===== config.mk =====
export PLATFORM = sky130hd
export DESIGN_NAME = ring_buffer_window_average
export DESIGN_NICKNAME = d
export VERILOG_FILES = /design/src/design/rbwa_pkg.sv /design/src/design/ring_buffer_window_average.sv
export SDC_FILE = /design/constraint.sdc
export NUM_CORES = 2
export LEC_CHECK = 0
export ABC_AREA = 1
export BUFFER_PORTS_ARGS = -buffer_cell sky130_fd_sc_hd__buf_2
export CORE_UTILIZATION = 28
export CTS_CLUSTER_DIAMETER = 150
export DETAILED_ROUTE_END_ITERATION = 10
export MAX_ROUTING_LAYER = met4
export PLACE_DENSITY = 0.44
export SLEW_MARGIN = 20
export SYNTH_ARGS = -nofsm -noshare
export SYNTH_HDL_FRONTEND = slang
export SYNTH_SLANG_ARGS = --single-unit
export TNS_END_PERCENT = 20

===== constraint.sdc =====
create_clock -name aclk -period 4.4 [get_ports aclk]
set_input_delay 0.22 -clock aclk [delete_from_list [all_inputs] [get_ports aclk]]
set_output_delay 0.22 -clock aclk [all_outputs]
set_load 0.01 [all_outputs]

===== src/design/rbwa_pkg.sv =====
package rbwa_pkg;

    localparam int DEPTH_DEF  = 128;
    localparam int WINDOW_DEF = 60;

    localparam int FUNC_W   = 2;
    localparam int STATUS_W = 2;
    localparam int SAMPLE_W = 16;

    localparam logic [FUNC_W-1:0] FUNC_PUSH = 2'd0;
    localparam logic [FUNC_W-1:0] FUNC_POP  = 2'd1;
    localparam logic [FUNC_W-1:0] FUNC_AVG  = 2'd2;

    localparam logic [STATUS_W-1:0] STAT_OK    = 2'd0;
    localparam logic [STATUS_W-1:0] STAT_EMPTY = 2'd1;
    localparam logic [STATUS_W-1:0] STAT_SHORT = 2'd2;

    typedef enum logic [2:0] {
        ST_IDLE,
        ST_POP,
        ST_SUM,
        ST_ABS,
        ST_DIV,
        ST_FIN,
        ST_DONE
    } rbwa_state_t;

endpackage


===== src/design/ring_buffer_window_average.sv =====
// Ring buffer of signed Q8.8 samples with a window average over the oldest entries.
// Input words arrive on s_tvalid/s_tready: s_tuser selects push, pop or average
// query, and s_tdata carries the sample for a push. Each input word produces exactly
// one result word on m_tvalid/m_tready, with the value in m_tdata and the status in
// m_tuser. A push, an error answer or an unused function goes from acceptance straight
// to the DONE state and from there into the output register, and a pop passes through
// the POP state first. A successful average query walks the SUM state, which streams
// the oldest WINDOW entries out of the sample memory, one read per cycle; ABS then takes
// the magnitude of the sum, DIV multiplies it by the reciprocal of WINDOW and FIN
// restores the sign. Only one word is processed at a time, and s_tready returns in the
// cycle after the result is loaded. The next word is accepted while the previous result
// still waits in the output register. A stalled receiver holds the output register, and
// once the next result is finished the block stops accepting input. Reset clears the
// pointers, marks the buffer empty and drops any pending result. The sample memory is
// not cleared, so entries read before they are written hold unknown data.
module ring_buffer_window_average
    import rbwa_pkg::*;
#(
    parameter int DEPTH  = DEPTH_DEF,
    parameter int WINDOW = WINDOW_DEF
) (
    input  logic                       aclk,
    input  logic                       aresetn,
    input  logic                       s_tvalid,
    output logic                       s_tready,
    input  logic signed [SAMPLE_W-1:0] s_tdata,   // [15:0] sample
    input  logic        [FUNC_W-1:0]   s_tuser,   // [1:0] func
    output logic                       m_tvalid,
    input  logic                       m_tready,
    output logic signed [SAMPLE_W-1:0] m_tdata,   // [15:0] value
    output logic        [STATUS_W-1:0] m_tuser    // [1:0] status
);

    localparam int PTR_W  = $clog2(DEPTH);
    localparam int WIN_W  = $clog2(WINDOW + 1);
    localparam int CMP_W  = ((PTR_W > WIN_W) ? PTR_W : WIN_W) + 1;
    localparam int SUM_W  = SAMPLE_W + WIN_W;
    localparam int MAG_W  = SUM_W - 1;
    localparam int RCP_SH = MAG_W + $clog2(WINDOW);
    localparam int RCP_W  = MAG_W + 1;
    localparam int PROD_W = MAG_W + RCP_W;
    localparam logic [63:0] RCP_FULL =
        ((64'd1 << RCP_SH) + 64'(WINDOW) - 64'd1) / 64'(WINDOW);
    localparam logic [RCP_W-1:0] RECIP = RCP_FULL[RCP_W-1:0];

    function automatic logic [PTR_W-1:0] wrap_inc(input logic [PTR_W-1:0] p);
        logic [PTR_W-1:0] r;
        if (p == PTR_W'(DEPTH - 1)) begin
            r = '0;
        end else begin
            r = p + PTR_W'(1);
        end
        return r;
    endfunction

    logic [SAMPLE_W-1:0] mem [DEPTH];

    rbwa_state_t                state_reg, state_next;
    logic        [PTR_W-1:0]    wr_ptr_reg, wr_ptr_next;
    logic        [PTR_W-1:0]    rd_ptr_reg, rd_ptr_next;
    logic        [PTR_W-1:0]    walk_ptr_reg, walk_ptr_next;
    logic                       empty_reg, empty_next;
    logic        [WIN_W-1:0]    cnt_reg, cnt_next;
    logic signed [SUM_W-1:0]    acc_reg, acc_next;
    logic        [MAG_W-1:0]    mag_reg, mag_next;
    logic        [PROD_W-1:0]   prod_reg, prod_next;
    logic                       neg_reg, neg_next;
    logic        [SAMPLE_W-1:0] res_value_reg, res_value_next;
    logic        [STATUS_W-1:0] res_status_reg, res_status_next;
    logic        [SAMPLE_W-1:0] rd_data_reg;
    logic                       m_valid_reg;
    logic        [SAMPLE_W-1:0] m_value_reg;
    logic        [STATUS_W-1:0] m_status_reg;

    logic                       in_fire;
    logic                       out_load;
    logic                       mem_we;
    logic                       mem_re;
    logic        [PTR_W-1:0]    mem_raddr;
    logic        [CMP_W-1:0]    fill_count;
    logic                       is_short;
    logic                       sum_last;
    logic        [SAMPLE_W-1:0] quot;

    assign s_tready = (state_reg == ST_IDLE);
    assign in_fire  = s_tvalid && s_tready;
    assign out_load = (state_reg == ST_DONE) && (!m_valid_reg || m_tready);

    assign fill_count = (wr_ptr_reg >= rd_ptr_reg)
                      ? CMP_W'(wr_ptr_reg) - CMP_W'(rd_ptr_reg)
                      : CMP_W'(wr_ptr_reg) + CMP_W'(DEPTH) - CMP_W'(rd_ptr_reg);
    assign is_short = fill_count < CMP_W'(WINDOW);
    assign sum_last = (cnt_reg == WIN_W'(WINDOW - 1));

    assign quot = prod_reg[RCP_SH +: SAMPLE_W];

    always_comb begin
        state_next = state_reg;
        unique case (state_reg)
            ST_IDLE: begin
                if (in_fire) begin
                    unique case (s_tuser)
                        FUNC_POP: state_next = empty_reg ? ST_DONE : ST_POP;
                        FUNC_AVG: state_next = (empty_reg || is_short) ? ST_DONE : ST_SUM;
                        default:  state_next = ST_DONE;
                    endcase
                end
            end
            ST_POP:  state_next = ST_DONE;
            ST_SUM:  state_next = sum_last ? ST_ABS : ST_SUM;
            ST_ABS:  state_next = ST_DIV;
            ST_DIV:  state_next = ST_FIN;
            ST_FIN:  state_next = ST_DONE;
            ST_DONE: state_next = out_load ? ST_IDLE : ST_DONE;
            default: state_next = ST_IDLE;
        endcase
    end

    always_comb begin
        wr_ptr_next     = wr_ptr_reg;
        rd_ptr_next     = rd_ptr_reg;
        walk_ptr_next   = walk_ptr_reg;
        empty_next      = empty_reg;
        cnt_next        = cnt_reg;
        acc_next        = acc_reg;
        mag_next        = mag_reg;
        prod_next       = prod_reg;
        neg_next        = neg_reg;
        res_value_next  = res_value_reg;
        res_status_next = res_status_reg;
        mem_we          = 1'b0;
        mem_re          = 1'b0;
        mem_raddr       = rd_ptr_reg;
        unique case (state_reg)
            ST_IDLE: begin
                if (in_fire) begin
                    res_value_next  = '0;
                    res_status_next = STAT_OK;
                    unique case (s_tuser)
                        FUNC_PUSH: begin
                            mem_we      = 1'b1;
                            wr_ptr_next = wrap_inc(wr_ptr_reg);
                            empty_next  = 1'b0;
                            if (wrap_inc(wr_ptr_reg) == rd_ptr_reg) begin
                                rd_ptr_next = wrap_inc(rd_ptr_reg);
                            end
                        end
                        FUNC_POP: begin
                            if (empty_reg) begin
                                res_status_next = STAT_EMPTY;
                            end else begin
                                mem_re      = 1'b1;
                                rd_ptr_next = wrap_inc(rd_ptr_reg);
                                empty_next  = (wrap_inc(rd_ptr_reg) == wr_ptr_reg);
                            end
                        end
                        FUNC_AVG: begin
                            if (empty_reg) begin
                                res_status_next = STAT_EMPTY;
                            end else if (is_short) begin
                                res_status_next = STAT_SHORT;
                            end else begin
                                mem_re        = 1'b1;
                                walk_ptr_next = wrap_inc(rd_ptr_reg);
                                cnt_next      = '0;
                                acc_next      = '0;
                            end
                        end
                        default: begin
                        end
                    endcase
                end
            end
            ST_POP: begin
                res_value_next = rd_data_reg;
            end
            ST_SUM: begin
                acc_next      = acc_reg
                              + {{(SUM_W - SAMPLE_W){rd_data_reg[SAMPLE_W-1]}}, rd_data_reg};
                cnt_next      = cnt_reg + WIN_W'(1);
                mem_re        = 1'b1;
                mem_raddr     = walk_ptr_reg;
                walk_ptr_next = wrap_inc(walk_ptr_reg);
            end
            ST_ABS: begin
                neg_next = acc_reg[SUM_W-1];
                mag_next = acc_reg[SUM_W-1] ? MAG_W'(-acc_reg) : MAG_W'(acc_reg);
            end
            ST_DIV: begin
                prod_next = PROD_W'(mag_reg) * PROD_W'(RECIP);
            end
            ST_FIN: begin
                res_value_next  = neg_reg ? (~quot + SAMPLE_W'(1)) : quot;
                res_status_next = STAT_OK;
            end
            ST_DONE: begin
            end
            default: begin
            end
        endcase
    end

    always_ff @(posedge aclk) begin
        if (mem_we) begin
            mem[wr_ptr_reg] <= s_tdata;
        end
        if (mem_re) begin
            rd_data_reg <= mem[mem_raddr];
        end
    end

    always_ff @(posedge aclk) begin
        if (!aresetn) begin
            state_reg   <= ST_IDLE;
            wr_ptr_reg  <= '0;
            rd_ptr_reg  <= '0;
            empty_reg   <= 1'b1;
            m_valid_reg <= 1'b0;
        end else begin
            state_reg   <= state_next;
            wr_ptr_reg  <= wr_ptr_next;
            rd_ptr_reg  <= rd_ptr_next;
            empty_reg   <= empty_next;
            if (out_load) begin
                m_valid_reg <= 1'b1;
            end else if (m_tready) begin
                m_valid_reg <= 1'b0;
            end
        end
    end

    always_ff @(posedge aclk) begin
        walk_ptr_reg   <= walk_ptr_next;
        cnt_reg        <= cnt_next;
        acc_reg        <= acc_next;
        mag_reg        <= mag_next;
        prod_reg       <= prod_next;
        neg_reg        <= neg_next;
        res_value_reg  <= res_value_next;
        res_status_reg <= res_status_next;
        if (out_load) begin
            m_value_reg  <= res_value_reg;
            m_status_reg <= res_status_reg;
        end
    end

    assign m_tvalid = m_valid_reg;
    assign m_tdata  = m_value_reg;
    assign m_tuser  = m_status_reg;

    assert property (@(posedge aclk) disable iff (!aresetn)
        empty_reg == (wr_ptr_reg == rd_ptr_reg))
        else $error("Empty flag disagrees with the pointers.");

    assert property (@(posedge aclk) disable iff (!aresetn)
        (m_tvalid && m_tuser != STAT_OK) |-> (m_tdata == '0))
        else $error("Error status returned with a nonzero value.");

    assert property (@(posedge aclk) disable iff (!aresetn)
        (in_fire && s_tuser == FUNC_PUSH) |=> !empty_reg)
        else $error("Buffer still empty after a push.");

    assert property (@(posedge aclk) disable iff (!aresetn)
        (state_reg == ST_SUM) |-> (cnt_reg <= WIN_W'(WINDOW - 1)))
        else $error("Window walk ran past the window length.");

endmodule

# --- Yosys cells after proc, flatten, opt, wreduce, memory -nomap -nowiden ---
# Memory sizes are Yosys's and may differ from the RTL's. A register that Yosys moved wholly into a read port is not among the register bits.
# Index checks and enable logic that the tools add are counted.
# Widths: inputs -> output; s select.
totals:
  n_memories: 1
  ram_bits: 2048
  elab_cells: 130
  out_inout_bits: 20
  reg_bits: 155
  inputBits: 22
mem_list:
  columns: ["memory", "words", "word_bits", "read_ports", "rd_clocked_by_memory_dff", "wr", "line", "rtl"]
  rows:
  - ["mem", 128, 16, 1, 1, 1, "ring_buffer_window_average.sv:56", "logic [SAMPLE_W-1:0] mem [DEPTH];"]
classes:
  bitwise: 1
  addsub: 10
  n_mux: 61
  n_mul: 1
  n_lt_le_gt_ge: 2
  n_reduce_logical: 19
  n_eq_ne: 20
op_table:
  columns: ["operator", "n"]
  rows:
  - ["$mux 7", 16]
  - ["$mux 22", 4]
  - ["$pmux 16 s3", 1]
  - ["$pmux 22 s2", 1]
  - ["$mul 21x22->43 const B", 1]
  - ["$mux 16", 2]
  - ["$pmux 7 s2", 2]
  - ["$mux 6", 4]
  - ["$add 22x22->22", 1]
  - ["$add 7x1->7 const B", 3]
  - ["$eq 7x7->1 const B", 3]
  - ["$mux 21", 1]
  - ["$neg 21->21", 1]
  - ["$pmux 3 s6", 1]
  - ["$add 16x1->16 const B", 1]
  - ["$not 16->16", 1]
  - ["$eq 7x7->1", 2]
  - ["$mux 1", 14]
  - ["$mux 3", 4]
  - ["$pmux 6 s2", 1]
  - ["$reduce_and 5->1", 2]
  - ["$eq 3x3->1 const B", 3]
  - ["$add 7x8->8 const B", 1]
  - ["$lt 8x6->1 const B", 1]
  - ["other kinds (26)", 43]

# --- Longest topological paths before layout ---
depth:
  word_depth: 9
  ltp_mapped: 25

# --- Worst setup path after synthesis ---
# OpenSTA, ideal clock, no wires.
synth_path:
  path_kind: "reg2reg"
  start: "register mag_reg[20]"
  end: "register prod_reg[33], data pin"
  path_slack_ns: -0.402
  stages_incl_launch_ff: 20
  path_buffers: 0
  required_ns: 4.148
  arrival_time_ns: 4.550
  period_less_slack_ns: 4.802
  cell_sequence: "edfxtp_1 -> ha_1 -> ha_1 -> or2_2 -> fa_1 -> inv_1 -> fa_1 -> fa_1 -> inv_1 -> fa_1 -> ha_1 -> ha_1 -> a21o_1 -> a21boi_0 -> o21ai_0 -> or2_2 -> nand2_1 -> nand2_1 -> nand2_1 -> nand2_1"
synth_via:
  elab_chain_cells: 1
synth_rtl:
  columns: ["item", "line", "rtl"]
  rows:
  - ["start, declared", "ring_buffer_window_average.sv:65", "logic [MAG_W-1:0] mag_reg, mag_next;"]
  - ["start signal, assigned", "ring_buffer_window_average.sv:236", "mag_reg <= mag_next;"]
  - ["$mul 21x22->43", "ring_buffer_window_average.sv:190", "prod_next = PROD_W'(mag_reg) * PROD_W'(RECIP);"]
  - ["end signal, assigned", "ring_buffer_window_average.sv:237", "prod_reg <= prod_next;"]
  - ["end, declared", "ring_buffer_window_average.sv:66", "logic [PROD_W-1:0] prod_reg, prod_next;"]
# No other way between the ends.
# A chain may end at the register's enable or synchronous reset.

# --- Worst setup path in the final report ---
layout_path:
  start: "register mag_reg[19]"
  end: "register prod_reg[40], data pin"
# Same word-level chain as after synthesis.

==> impl_metrics.toml <==
[floorplanning]
num_io_pins = 42
rows = 215
start_util = 0.282
die_width_um = 590
die_h_um = 590
core-area_um2 = 343000
die-area_um2 = 348000

[synthesis]
synth_seq_cells = 2192
yosys.area.top_type_share = 0.675
synthesis.nets = 8670
ys_warn_count = 0
synth_top_area_cell = "edfxtp_1"
syn_area_um2 = 96700
synth-seq-area-share = 0.678
synth_most_common_cell = "nand3_1"
ys_types = 49
synthArstFlopShare = 0
synth_area_per_cell_um2 = 11.5
synth-main-ff-cell = "edfxtp_1"
synth_common_cells = "nand3_1, edfxtp_1, nand2_1"
synth.area.top_cells = "edfxtp_1, nand3_1, nand2_1, ha_1, buf_2"
synth-edff-count = 2173
synth_cells = 8376

[timing]
fin_crit_ns = 4.92
finalSetupViolCount = 16
timing.setup.tns_ns = -5.97
rsz0062_at_grt = "true"
fin_crit_sh = 1.12
slew_viol_final = 0
worst_pin_slew_ns = 1.17
slew-limit-headroom = 0.222
hold_viol = 0
fmax_ghz = 0.203
holdWs_ns = 0.201
fin_ws_ns = -0.516
fin_skew_ns = 0.0394

[cells_and_area]
fin_nets = 8916
multiInputGateArea_um2 = 28200
drive_gt1_frac = 0.115
fin_cells = 13389
fillerInstances = 34393
largest_register_ffs = 2048
final-seq-area_um2 = 65600
syn2layout_area_growth_pct = 17.4

[worst_setup_path]
r2r-end = "prod_reg[40]"
cp_cell_sequence = "buf_6 -> ha_2 -> or2_4 -> fa_1 -> inv_1 -> fa_1 -> fa_1 -> inv_1 -> fa_1 -> ha_4 -> ha_4 -> a21o_1 -> a21boi_2 -> o21ai_2 -> a21oi_2 -> nand3_4 -> nand3_2 -> nand2_2 -> xor2_1"
cp-end-kind = "flip-flop"
rr_startpoint = "mag_reg[19]"
rr_worst_depth = 19
crit_top_cell = "fa_1"
cp_slowest_stage_delay_ns = 0.50
r2r_slack_ns = -0.52
critical_path_class = "flip-flop to flip-flop"
crit_path_start_kind = "flip-flop"
crit_family = "adder cells"
worstPathRequired_ns = 5.08
cp_num_buf_inv = 3
cp_slowest_cell = "fa_1"
worstPathArrival_ns = 5.60
crit_path_max_fanout = 4

[global_routing]
grt_first_pass_wirelength_um = 469000
grt_pass1_vias = 65120
grt_max_degree = 146
met2_usage = 0.291
antenna_found_initial = 8
met1_usage = 0.256
grt_usage = 0.186
top_usage_layer = "met2"
grt.met3_usage = 0.0229
gr-total-overflow = 0

[route]
finalWirelength_um = 323000
avgRoutedWirePerCell_um = 24.1
drtIter0Drc = 6354
via_per_inst = 5.03
drcViolationCount = 0
vias = 67281
ant_nets = 0
dr.pass1.iters = 5

[hold_path]
hold_start = "s_tdata[7]"
hold_path_end = "mem[34][7]"
hold_class = "primary input to flip-flop"
whs_path_depth = 2

[power]
power.density_nw_per_um2 = 528
power.leakage_nw = 40.3
vdd_drop_max_mv = 0.372
finalPower_mw = 60.0

[placed_design]
hpwl_um = 194000
port_buffers = 41
place_congestion = 0.855
post-place-ws_ns = -0.637
placed_cells = 12899

[cts]
cts_buffers = 243
clk_pin_slew_ns = 0.06
cts.path.max_buffers = 4
clkLatencyLatePin_ns = 0.93
htreeDepth = 4
cts_root_buf = "clkbuf_16"
cts_tree = "done"
clock-sinks = 2192

[status]
violations = "negative setup slack"
outcome = "complete, but fails checks"

[job]
cap_viol_max_count = 0
worst max path at each step:
stage / from / endpoint / depth (start not counted)
6_report: mag_reg[19] / prod_reg[40] / 19
5_1_grt: mag_reg[19] / prod_reg[40] / 20
4_1_cts: mag_reg[19] / prod_reg[37] / 19
3_5_place_dp: mag_reg[20] / prod_reg[37] / 17
3_3_place_gp: mag_reg[20] / prod_reg[40] / 18
2_1_floorplan: mag_reg[20] / prod_reg[40] / 19
routing by layer:
metal  wire length (um)  share of wire
met3              17200          0.053
met2             150000           0.46
met4               8730          0.027
met5                  0              0
met1             147000           0.46
cells in the final DEF (no fill, tap or decap), drive strengths merged, types with 109 or more instances in the layout:
master / n
clkinv: 109
buf: 535
clkbuf: 292
inv: 295
nand3: 2909
ha: 210
nand2: 1480
nor2: 290
o21ai: 111
edfxtp: 2173
power by group:
group | internal [mW] | switching [mW]
logic | 4.67 | 11.3
registers | 23.3 | 0.314
clock network | 11.7 | 8.64
kinds of logic (layout without fill, tap and decap cells):
kind of cell	count (synthesis)	in the layout	share of synthesized area
other	0	10	0
adders and majority gates	272	272	0.0400
buffers and inverters	845	1291	0.0374
xor gates and xnor gates	48	48	0.00435
and+or+nand+nor	4740	4740	0.223
AOI/OAI and AO/OA	279	279	0.0164
DFF	2192	2192	0.678
layout make-up:
cell class | instances | area share
antenna | 10 | 0.000220
clock buffer | 292 | 0.0556
clock inverter | 153 | 0.0131
inverter | 286 | 0.00961
multi-input combinational | 5339 | 0.248
sequential | 2192 | 0.578
tap | 4557 | 0.0502
timing repair buffer | 560 | 0.0451
stage by stage:
stage	utilization	area, um2
floorplan	-	96900
global placement	0.306	105000
detailed placement	0.306	105000
CTS	0.330	113000
global route	0.331	114000
finish	0.331	114000
repair_timing:
action,4_1_cts,5_1_grt
hold endpoints to repair,898,0
endpoints found under the setup margin,16,16
buffers inserted,8,2
hold buffers,25,0
pin swaps,9,17
resized for setup,43,37
Power figures use the tool's default switching activity.
